**config.mk**
```make
export PLATFORM = sky130hd
export DESIGN_NAME = coin_change_dispenser_unit
export DESIGN_NICKNAME = d
export VERILOG_FILES = /design/src/design/ccd_pkg.sv /design/src/design/coin_change_dispenser_unit.sv /design/src/design/ccd_ctrl.sv /design/src/design/ccd_datapath.sv
export SDC_FILE = /design/constraint.sdc
export NUM_CORES = 1
export LEC_CHECK = 0
export ABC_AREA = 1
export CAP_MARGIN = 30
export CORE_MARGIN = 2
export CORE_UTILIZATION = 43
export CTS_CLUSTER_DIAMETER = 50
export DETAILED_ROUTE_END_ITERATION = 8
export DONT_BUFFER_PORTS = 1
export PLACE_DENSITY = 0.68
export SETUP_SLACK_MARGIN = 0.3
export SLEW_MARGIN = 20
export SYNTH_ARGS = -nofsm -noshare
export SYNTH_HDL_FRONTEND = slang
export SYNTH_SLANG_ARGS = --single-unit
```
**constraint.sdc**
```tcl
create_clock -name aclk -period 14.1 [get_ports aclk]
set_clock_uncertainty 0.2 [all_clocks]
set_input_delay 0.705 -clock aclk [delete_from_list [all_inputs] [get_ports aclk]]
set_output_delay 0.705 -clock aclk [all_outputs]
set_load 0.05 [all_outputs]
```
**src/design/ccd_pkg.sv**
```systemverilog
`default_nettype none

package ccd_pkg;

    localparam int KINDS     = 5;
    localparam int MAX_COINS = 255;
    localparam int STOCK_W   = 8;
    localparam int GIVE_W    = 8;
    localparam int CENTS_W   = 16;
    localparam int KIND_W    = 3;
    localparam int OP_W      = 2;
    localparam int VALUE_W   = 7;
    localparam int RECIP_W   = 17;
    localparam int SHIFT_W   = 5;
    localparam int TAKE_P_W  = STOCK_W + VALUE_W;
    localparam int RECIP_P_W = CENTS_W + RECIP_W;

    localparam logic [OP_W-1:0] OP_SUPPLY = 2'd0;
    localparam logic [OP_W-1:0] OP_REMOVE = 2'd1;
    localparam logic [OP_W-1:0] OP_CHANGE = 2'd2;

    localparam logic [KIND_W-1:0] KIND_FIVE    = 3'd0;
    localparam logic [KIND_W-1:0] KIND_TEN     = 3'd1;
    localparam logic [KIND_W-1:0] KIND_QUARTER = 3'd2;
    localparam logic [KIND_W-1:0] KIND_HALF    = 3'd3;
    localparam logic [KIND_W-1:0] KIND_UNIT    = 3'd4;

    typedef enum logic [2:0] {
        ST_OK,
        ST_UNDERPAID,
        ST_EXACT,
        ST_NOCHANGE,
        ST_FULL,
        ST_EMPTY
    } status_t;

    // Commands from the controller to the datapath.
    typedef struct packed {
        logic              load;
        logic              prep;
        logic              divide;
        logic              take;
        logic              publish;
        logic [KIND_W-1:0] kind;
    } cmd_t;

    // Status from the datapath to the controller.
    typedef struct packed {
        logic need_greedy;
        logic out_free;
    } stat_t;

    function automatic logic [VALUE_W-1:0] coin_value(input logic [KIND_W-1:0] k);
        logic [VALUE_W-1:0] v;
        unique case (k)
            KIND_FIVE:    v = 7'd5;
            KIND_TEN:     v = 7'd10;
            KIND_QUARTER: v = 7'd25;
            KIND_HALF:    v = 7'd50;
            KIND_UNIT:    v = 7'd100;
            default:      v = 7'd0;
        endcase
        return v;
    endfunction

    // Reciprocal multipliers that give an exact quotient for any 16-bit dividend.
    function automatic logic [RECIP_W-1:0] coin_recip(input logic [KIND_W-1:0] k);
        logic [RECIP_W-1:0] m;
        unique case (k)
            KIND_FIVE:    m = 17'd104858;
            KIND_TEN:     m = 17'd104858;
            KIND_QUARTER: m = 17'd83887;
            KIND_HALF:    m = 17'd83887;
            KIND_UNIT:    m = 17'd83887;
            default:      m = 17'd0;
        endcase
        return m;
    endfunction

    function automatic logic [SHIFT_W-1:0] coin_shift(input logic [KIND_W-1:0] k);
        logic [SHIFT_W-1:0] s;
        unique case (k)
            KIND_FIVE:    s = 5'd19;
            KIND_TEN:     s = 5'd20;
            KIND_QUARTER: s = 5'd21;
            KIND_HALF:    s = 5'd22;
            KIND_UNIT:    s = 5'd23;
            default:      s = 5'd0;
        endcase
        return s;
    endfunction

endpackage

`default_nettype wire

```
**src/design/coin_change_dispenser_unit.sv**
```systemverilog
// A supply, remove or rejected change item passes PREP and FINISH, its result published
// once the output is free; a change that runs the greedy walk passes DIV then TAKE per
// denomination. Items go one at a time, taken only in IDLE; the shared reciprocal divider
// serves the five denominations in turn; the next item is taken while a result waits.
// Reset: synchronous, active low; clears all coin counts and drops the output valid.
`default_nettype none

module coin_change_dispenser_unit (
    input  wire logic                          aclk,
    input  wire logic                          aresetn,
    input  wire logic                          s_valid,
    output logic                               s_ready,
    input  wire logic [ccd_pkg::OP_W-1:0]      s_operation,
    input  wire logic [ccd_pkg::KIND_W-1:0]    s_coin_kind,
    input  wire logic [ccd_pkg::CENTS_W-1:0]   s_paid_cents,
    input  wire logic [ccd_pkg::CENTS_W-1:0]   s_price_cents,
    output logic                               m_valid,
    input  wire logic                          m_ready,
    output logic [2:0]                         m_status,
    output logic [ccd_pkg::GIVE_W-1:0]         m_give_five,
    output logic [ccd_pkg::GIVE_W-1:0]         m_give_ten,
    output logic [ccd_pkg::GIVE_W-1:0]         m_give_quarter,
    output logic [ccd_pkg::GIVE_W-1:0]         m_give_half,
    output logic [ccd_pkg::GIVE_W-1:0]         m_give_unit
);

    ccd_pkg::cmd_t  cmd;
    ccd_pkg::stat_t stat;

    ccd_ctrl u_ctrl (
        .aclk    (aclk),
        .aresetn (aresetn),
        .s_valid (s_valid),
        .s_ready (s_ready),
        .stat    (stat),
        .cmd     (cmd)
    );

    ccd_datapath u_datapath (
        .aclk           (aclk),
        .aresetn        (aresetn),
        .cmd            (cmd),
        .stat           (stat),
        .s_operation    (s_operation),
        .s_coin_kind    (s_coin_kind),
        .s_paid_cents   (s_paid_cents),
        .s_price_cents  (s_price_cents),
        .m_ready        (m_ready),
        .m_valid        (m_valid),
        .m_status       (m_status),
        .m_give_five    (m_give_five),
        .m_give_ten     (m_give_ten),
        .m_give_quarter (m_give_quarter),
        .m_give_half    (m_give_half),
        .m_give_unit    (m_give_unit)
    );

    a_busy_after_accept: assert property (@(posedge aclk) disable iff (!aresetn)
        s_valid && s_ready |=> !s_ready)
        else $error("input taken again right after an item was accepted");

    a_status_range: assert property (@(posedge aclk) disable iff (!aresetn)
        m_valid |-> m_status <= 3'(ccd_pkg::ST_EMPTY))
        else $error("result status out of range");

    a_give_only_on_ok: assert property (@(posedge aclk) disable iff (!aresetn)
        m_valid && m_status != 3'(ccd_pkg::ST_OK) |->
            m_give_five == '0 && m_give_ten == '0 && m_give_quarter == '0 &&
            m_give_half == '0 && m_give_unit == '0)
        else $error("coins dispensed on a failed item");

endmodule

`default_nettype wire

```
**src/design/ccd_ctrl.sv**
```systemverilog
`default_nettype none

module ccd_ctrl (
    input  wire logic           aclk,
    input  wire logic           aresetn,
    input  wire logic           s_valid,
    output logic                s_ready,
    input  wire ccd_pkg::stat_t stat,
    output ccd_pkg::cmd_t       cmd
);

    typedef enum logic [2:0] {
        IDLE,
        PREP,
        DIV,
        TAKE,
        FINISH
    } state_t;

    state_t                     state_reg;
    state_t                     state_next;
    logic [ccd_pkg::KIND_W-1:0] kind_reg;
    logic [ccd_pkg::KIND_W-1:0] kind_next;

    always_ff @(posedge aclk) begin
        if (!aresetn) begin
            state_reg <= IDLE;
            kind_reg  <= ccd_pkg::KIND_UNIT;
        end else begin
            state_reg <= state_next;
            kind_reg  <= kind_next;
        end
    end

    always_comb begin
        state_next = state_reg;
        kind_next  = kind_reg;
        unique case (state_reg)
            IDLE: begin
                if (s_valid) begin
                    state_next = PREP;
                end
            end
            PREP: begin
                kind_next = ccd_pkg::KIND_UNIT;
                if (stat.need_greedy) begin
                    state_next = DIV;
                end else begin
                    state_next = FINISH;
                end
            end
            DIV: begin
                state_next = TAKE;
            end
            TAKE: begin
                if (kind_reg == ccd_pkg::KIND_FIVE) begin
                    state_next = FINISH;
                end else begin
                    kind_next  = kind_reg - 3'd1;
                    state_next = DIV;
                end
            end
            FINISH: begin
                if (stat.out_free) begin
                    state_next = IDLE;
                end
            end
            default: begin
                state_next = IDLE;
            end
        endcase
    end

    assign s_ready     = (state_reg == IDLE);
    assign cmd.load    = s_valid && (state_reg == IDLE);
    assign cmd.prep    = (state_reg == PREP);
    assign cmd.divide  = (state_reg == DIV);
    assign cmd.take    = (state_reg == TAKE);
    assign cmd.publish = (state_reg == FINISH) && stat.out_free;
    assign cmd.kind    = kind_reg;

endmodule

`default_nettype wire

```
**src/design/ccd_datapath.sv**
```systemverilog
`default_nettype none

module ccd_datapath (
    input  wire logic                          aclk,
    input  wire logic                          aresetn,
    input  wire ccd_pkg::cmd_t                 cmd,
    output ccd_pkg::stat_t                     stat,
    input  wire logic [ccd_pkg::OP_W-1:0]      s_operation,
    input  wire logic [ccd_pkg::KIND_W-1:0]    s_coin_kind,
    input  wire logic [ccd_pkg::CENTS_W-1:0]   s_paid_cents,
    input  wire logic [ccd_pkg::CENTS_W-1:0]   s_price_cents,
    input  wire logic                          m_ready,
    output logic                               m_valid,
    output logic [2:0]                         m_status,
    output logic [ccd_pkg::GIVE_W-1:0]         m_give_five,
    output logic [ccd_pkg::GIVE_W-1:0]         m_give_ten,
    output logic [ccd_pkg::GIVE_W-1:0]         m_give_quarter,
    output logic [ccd_pkg::GIVE_W-1:0]         m_give_half,
    output logic [ccd_pkg::GIVE_W-1:0]         m_give_unit
);

    logic [ccd_pkg::OP_W-1:0]      op_reg;
    logic [ccd_pkg::KIND_W-1:0]    kind_reg;
    logic [ccd_pkg::CENTS_W-1:0]   paid_reg;
    logic [ccd_pkg::CENTS_W-1:0]   price_reg;
    logic [ccd_pkg::CENTS_W-1:0]   left_reg;
    logic [ccd_pkg::CENTS_W-1:0]   quot_reg;
    logic [ccd_pkg::GIVE_W-1:0]    give_reg [ccd_pkg::KINDS];
    ccd_pkg::status_t              status_reg;
    logic [ccd_pkg::STOCK_W-1:0]   stock_reg [ccd_pkg::KINDS];
    logic                          m_valid_reg;
    ccd_pkg::status_t              m_status_reg;
    logic [ccd_pkg::GIVE_W-1:0]    m_give_reg [ccd_pkg::KINDS];

    logic                          kind_known;
    logic [ccd_pkg::STOCK_W-1:0]   slot_stock;
    logic [ccd_pkg::STOCK_W-1:0]   greedy_stock;
    logic [ccd_pkg::RECIP_P_W-1:0] recip_prod;
    logic [ccd_pkg::STOCK_W-1:0]   take_val;
    logic [ccd_pkg::TAKE_P_W-1:0]  take_prod;
    logic [ccd_pkg::CENTS_W-1:0]   left_rem;
    logic                          five_ok;

    assign kind_known   = (kind_reg <= ccd_pkg::KIND_UNIT);
    assign slot_stock   = kind_known ? stock_reg[kind_reg] : '0;
    assign greedy_stock = stock_reg[cmd.kind];

    // The quotient caps at the stock, so the product never exceeds what is left.
    assign recip_prod = left_reg * ccd_pkg::coin_recip(cmd.kind);
    assign take_val   = (quot_reg > ccd_pkg::CENTS_W'(greedy_stock)) ?
                        greedy_stock : quot_reg[ccd_pkg::STOCK_W-1:0];
    assign take_prod  = take_val * ccd_pkg::coin_value(cmd.kind);
    assign left_rem   = left_reg - ccd_pkg::CENTS_W'(take_prod);
    assign five_ok    = (quot_reg <= ccd_pkg::CENTS_W'(greedy_stock)) && (left_rem == '0);

    assign stat.need_greedy = (op_reg == ccd_pkg::OP_CHANGE) && (paid_reg > price_reg);
    assign stat.out_free    = !m_valid_reg || m_ready;

    // Coin stock and the output valid flag.
    always_ff @(posedge aclk) begin
        if (!aresetn) begin
            for (int j = 0; j < ccd_pkg::KINDS; j++) begin
                stock_reg[j] <= '0;
            end
            m_valid_reg <= 1'b0;
        end else begin
            if (cmd.prep && kind_known) begin
                if (op_reg == ccd_pkg::OP_SUPPLY &&
                    slot_stock < ccd_pkg::STOCK_W'(ccd_pkg::MAX_COINS)) begin
                    stock_reg[kind_reg] <= slot_stock + 8'd1;
                end else if (op_reg == ccd_pkg::OP_REMOVE && slot_stock != '0) begin
                    stock_reg[kind_reg] <= slot_stock - 8'd1;
                end
            end
            if (cmd.take && cmd.kind == ccd_pkg::KIND_FIVE && five_ok) begin
                stock_reg[ccd_pkg::KIND_FIVE] <= stock_reg[ccd_pkg::KIND_FIVE] - take_val;
                for (int j = 1; j < ccd_pkg::KINDS; j++) begin
                    stock_reg[j] <= stock_reg[j] - give_reg[j];
                end
            end
            if (cmd.publish) begin
                m_valid_reg <= 1'b1;
            end else if (m_ready) begin
                m_valid_reg <= 1'b0;
            end
        end
    end

    // Item registers, the greedy walk and the result register.
    always_ff @(posedge aclk) begin
        if (cmd.load) begin
            op_reg    <= s_operation;
            kind_reg  <= s_coin_kind;
            paid_reg  <= s_paid_cents;
            price_reg <= s_price_cents;
        end
        if (cmd.prep) begin
            for (int j = 0; j < ccd_pkg::KINDS; j++) begin
                give_reg[j] <= '0;
            end
            left_reg <= paid_reg - price_reg;
            case (op_reg)
                ccd_pkg::OP_SUPPLY: begin
                    if (kind_known &&
                        slot_stock >= ccd_pkg::STOCK_W'(ccd_pkg::MAX_COINS)) begin
                        status_reg <= ccd_pkg::ST_FULL;
                    end else begin
                        status_reg <= ccd_pkg::ST_OK;
                    end
                end
                ccd_pkg::OP_REMOVE: begin
                    if (kind_known && slot_stock == '0) begin
                        status_reg <= ccd_pkg::ST_EMPTY;
                    end else begin
                        status_reg <= ccd_pkg::ST_OK;
                    end
                end
                ccd_pkg::OP_CHANGE: begin
                    if (paid_reg < price_reg) begin
                        status_reg <= ccd_pkg::ST_UNDERPAID;
                    end else if (paid_reg == price_reg) begin
                        status_reg <= ccd_pkg::ST_EXACT;
                    end else begin
                        status_reg <= ccd_pkg::ST_OK;
                    end
                end
                default: begin
                    status_reg <= ccd_pkg::ST_OK;
                end
            endcase
        end
        if (cmd.divide) begin
            quot_reg <= ccd_pkg::CENTS_W'(recip_prod >> ccd_pkg::coin_shift(cmd.kind));
        end
        if (cmd.take) begin
            if (cmd.kind != ccd_pkg::KIND_FIVE) begin
                give_reg[cmd.kind] <= take_val;
                left_reg           <= left_rem;
            end else if (five_ok) begin
                give_reg[ccd_pkg::KIND_FIVE] <= take_val;
                status_reg                   <= ccd_pkg::ST_OK;
            end else begin
                for (int j = 0; j < ccd_pkg::KINDS; j++) begin
                    give_reg[j] <= '0;
                end
                status_reg <= ccd_pkg::ST_NOCHANGE;
            end
        end
        if (cmd.publish) begin
            m_status_reg <= status_reg;
            for (int j = 0; j < ccd_pkg::KINDS; j++) begin
                m_give_reg[j] <= give_reg[j];
            end
        end
    end

    assign m_valid        = m_valid_reg;
    assign m_status       = m_status_reg;
    assign m_give_five    = m_give_reg[0];
    assign m_give_ten     = m_give_reg[1];
    assign m_give_quarter = m_give_reg[2];
    assign m_give_half    = m_give_reg[3];
    assign m_give_unit    = m_give_reg[4];

endmodule

`default_nettype wire
```
==> impl_table.tex <==
\begin{tabular}{lr}
\hline
Metric & Value \\
\hline
\multicolumn{2}{l}{\textbf{Yosys}} \\
\quad Post-synth EDFFs & 200 \\
\quad Synthesized-area fraction occupied by and/or/nand/nor cells & 21.0\% \\
\quad Yosys cell types & 53 \\
\quad Share of the synthesized area in compound gates (AO/OA/AOI/OAI) & approximately 6.7\% \\
\quad Top cell type by total area after synthesis & sky130\_fd\_sc\_hd\_\_edfxtp\_1 \\
\quad Sequential-to-total area share from yosys stat & about 27\% \\
\quad Number of cells produced by synthesis & around 3000 \\
\quad Xor and xnor area share after synthesis & about 2.3\% \\
\quad Post-synthesis instance area & $\sim$24000 µm² \\
\quad Adder and majority gate portion of the synthesized area & 31.1\% \\
\quad Number of synthesized register bits & about 230 \\
\quad Async S/R FF share, synth & 0\% \\
\quad Synthesized area divided by synthesized cell count & 8.13 µm² \\
\quad Yosys warns & 0 \\
\quad Mux share of post-synthesis cell area & 0\% \\
\quad Cell types occupying the most area after synthesis & sky130\_fd\_sc\_hd\_\_edfxtp\_1, sky130\_fd\_sc\_hd\_\_fa\_1, sky130\_fd\_sc\_hd\_\_ha\_1 \\
\quad Area share of the largest cell type after synthesis & approximately a quarter \\
\quad Dominant combinational cell family by area after synthesis & adder cells \\
\quad Ys flop type & sky130\_fd\_sc\_hd\_\_edfxtp\_1 \\
\multicolumn{2}{l}{\textbf{Timing}} \\
\quad Post-route fraction of the period consumed by the critical path & between 60\% and 70\% \\
\quad Endpoints failing hold & 0 \\
\quad Fin Setup TNS & 0 ns \\
\quad Setup ws final & 4.72 ns \\
\quad Unrepaired setup endpoints after global routing & no \\
\quad Number of failing setup endpoints in the final timing report & 0 \\
\quad Headroom to the max-slew limit & approximately 33\% \\
\quad Post-Route Hold Slack & $\sim$0.033 ns \\
\quad Number of max-slew violations in the final report & 0 \\
\quad Worst Max-Slew Pin Slew & between 0.9 and 1 ns \\
\quad Fmax achieved & $\sim$0.11 GHz \\
\quad Clock period minus final worst setup slack & between 9 and 10 ns \\
\multicolumn{2}{l}{\textbf{Route}} \\
\quad First-pass DRT Iterations & 5 \\
\quad Total wire length after detailed routing & about 65 mm \\
\quad Vias per Instance & 5.07 \\
\quad Routed wire length on met3 & around 4.2 mm \\
\quad Detailed-route DRC error count & 0 \\
\quad Highest metal layer with signal wires & met4 \\
\quad Iter 0 DRT Violations & about 1600 \\
\quad Detailed-routed wire length on met2 & roughly 30 mm \\
\quad Overall via count from detail\_route & 19200 \\
\quad Post-detailed-route wirelength per cell & 17.2 µm \\
\quad Count of nets left with antenna violations after detail routing & 0 \\
\quad Routed metal-1 wire length & between 20 and 30 mm \\
\multicolumn{2}{l}{\textbf{Layout}} \\
\quad Nets & 3528 \\
\quad Largest register FFs & 64 \\
\quad Fraction of final layout cells with drive strength greater than 1 & between 4 and 5\% \\
\quad Number of antenna diodes & 0 \\
\quad Number of fill cells in the layout & between 5000 and 6000 \\
\quad Final core utilization & a little under half \\
\quad Commonest non-fill, non-tap cell in the layout & sky130\_fd\_sc\_hd\_\_nand2\_1 \\
\quad Area growth from synthesis to layout & 7.50\% \\
\quad Most used cells in the layout excluding fill and tap cells & sky130\_fd\_sc\_hd\_\_nand2\_1, sky130\_fd\_sc\_hd\_\_inv\_1, sky130\_fd\_sc\_hd\_\_nor2\_1, sky130\_fd\_sc\_hd\_\_ha\_1, sky130\_fd\_sc\_hd\_\_fa\_1 \\
\multicolumn{2}{l}{\textbf{Setup path}} \\
\quad Type of the worst setup path & reg2reg \\
\quad Maximum cell stage delay along the critical path & between 0.8 and 0.9 ns \\
\quad Worst-path cell with the longest stage delay & sky130\_fd\_sc\_hd\_\_dfxtp\_1 \\
\quad Critical path launch point type & register \\
\quad Cell family contributing the most delay on the critical path & simple AND/OR/NAND/NOR gates \\
\quad R2R depth & 34 \\
\quad Crit path max fanout & 18 \\
\quad Critical path buffer and inverter count & 5 \\
\quad Required time of the critical path & 14.11 ns \\
\quad Total stage count of the critical path & 34 \\
\quad Data arrival time of the critical path & 9.40 ns \\
\quad Top cell by count, worst path & sky130\_fd\_sc\_hd\_\_nand2\_1 \\
\quad Worst setup EP type & register \\
\quad Worst R2R Setup Slack & between 4 and 5 ns \\
\multicolumn{2}{l}{\textbf{Global route}} \\
\quad Largest net degree at the start of global routing & 44 \\
\quad Antenna violations before repair & 0 \\
\quad GRT Resource Usage Total & between 20 and 25\% \\
\quad Via count of the first global-routing pass & 19200 \\
\quad Gr ovfl total & 0 \\
\quad Wire length of the first global-routing pass & slightly above 100 mm \\
\multicolumn{2}{l}{\textbf{Clock tree}} \\
\quad Number of H-tree levels & 1 \\
\quad Number of gates given a new drive strength after cts & 0 \\
\quad Post-CTS setup buffers & 0 \\
\quad Clock transition at the registers of the reported paths & approximately 0.070 ns \\
\quad TritonCTS Buffers & 27 \\
\quad Clock tree from TritonCTS & done \\
\quad Largest buffer count on any clock path & 3 \\
\quad Root Buffer Master & sky130\_fd\_sc\_hd\_\_clkbuf\_16 \\
\quad Clock latency reported for the late side of the worst-skew pair & $\sim$0.58 ns \\
\quad Number of clock sinks seen by CTS & between 200 and 250 \\
\quad Hold buffers post-CTS & 0 \\
\multicolumn{2}{l}{\textbf{Floorplanning}} \\
\quad Die outline area & 58500 µm² \\
\quad Die Wd & between 200 and 250 µm \\
\quad Area of the placeable core & 56200 µm² \\
\quad Effective utilization at floorplan & $\sim$43\% \\
\quad Boundary Pins & 86 \\
\quad Die height & about 240 µm \\
\quad \# rows & 87 \\
\multicolumn{2}{l}{\textbf{Placement}} \\
\quad Detailed-placement wirelength estimate & roughly 54 mm \\
\quad Routability cong. & approximately 0.97 \\
\quad Count of buffers from port buffering & 0 \\
\quad Placement Setup Slack & roughly 4.5 ns \\
\multicolumn{2}{l}{\textbf{Hold path}} \\
\quad Type of the most critical hold path & in2reg \\
\quad Hold path depth & 0 \\
\multicolumn{2}{l}{\textbf{Run status}} \\
\quad Status & finished clean \\
\multicolumn{2}{l}{\textbf{Job}} \\
\quad Maximum Capacitance Violations & 0 \\
\hline
\end{tabular}
## cells by family after synthesis
kind of cell | Yosys count
simple gates | 1218
fa+ha+maj | 471
xor+xnor | 63
compound gates | 283
buf+inv | 728
other cells | 1
flops | 232
## synth_stat cells, types with 5 or more instances
cell / n
sky130_fd_sc_hd__nand2_1: 672
sky130_fd_sc_hd__inv_1: 666
sky130_fd_sc_hd__nor2_1: 255
sky130_fd_sc_hd__ha_1: 246
sky130_fd_sc_hd__fa_1: 225
sky130_fd_sc_hd__nand3_1: 202
sky130_fd_sc_hd__edfxtp_1: 200
sky130_fd_sc_hd__a21oi_1: 120
sky130_fd_sc_hd__o21ai_0: 71
sky130_fd_sc_hd__xor2_1: 41
sky130_fd_sc_hd__dfxtp_1: 32
sky130_fd_sc_hd__clkbuf_1: 24
sky130_fd_sc_hd__xnor2_1: 22
sky130_fd_sc_hd__nand4_1: 21
sky130_fd_sc_hd__o21ai_2: 20
sky130_fd_sc_hd__o21ai_1: 19
sky130_fd_sc_hd__nor3_1: 18
sky130_fd_sc_hd__o21bai_1: 14
sky130_fd_sc_hd__buf_2: 11
sky130_fd_sc_hd__or2_2: 9
sky130_fd_sc_hd__buf_4: 8
sky130_fd_sc_hd__inv_2: 8
sky130_fd_sc_hd__nand3b_1: 8
sky130_fd_sc_hd__a31oi_1: 6
sky130_fd_sc_hd__buf_6: 6
sky130_fd_sc_hd__nand2_4: 6
sky130_fd_sc_hd__o211ai_1: 6
sky130_fd_sc_hd__and2_1: 5
sky130_fd_sc_hd__nand2_2: 5
sky130_fd_sc_hd__nor2_2: 5
sky130_fd_sc_hd__o221ai_1: 5
sky130_fd_sc_hd__o22ai_1: 5
## worst reg2reg max path: cells and delay by family, from the launching register on
kind / cells / cell delay [ns]
compound gates: 4 / 1.06
simple gates: 19 / 2.95
fa+ha+maj: 6 / 2.79
flops: 1 / 0.83
buf+inv: 5 / 1.16
## stage by stage
stage	cells	area [µm²]
6_report	3793	26200
3_5_place_dp	3742	25300
3_3_place_gp	3739	25200
5_1_grt	3793	26200
4_1_cts	3792	26200
2_1_floorplan	3019	24400
## area by class of cell
type                    count  area (µm²)  share of cell area [%]
clock inverters            18         198                   0.755
flip-flops and latches    232        6650                    25.4
repair buffers             20         155                   0.593
clock buffers              32         704                    2.69
well taps                 756         946                    3.61
multi-input cells        2059       15000                    57.3
inverters                 676        2540                    9.70
## path summary, 6_finish.rpt
check	startpoint	endpoint
min reg2reg	u_datapath.give_reg[0][1]$_DFFE_PP_	u_datapath.m_give_reg[0][1]$_DFFE_PP_
max reg2reg	register	u_datapath.stock_reg[1][3]$_DFFE_PP_
max	register	u_datapath.stock_reg[1][3]$_DFFE_PP_
min	s_price_cents[14]	u_datapath.price_reg[14]$_DFFE_PP_
## routing by layer
layer  GRT usage [%]  up-vias
li1                -     9414
met1            29.8     9000
met2            36.8      678
met3            3.46      138
met4            8.44        0
met5               0        -
Power is not shown: default switching activity piles up to over one toggle a cycle in this logic, so the estimate is an artifact.
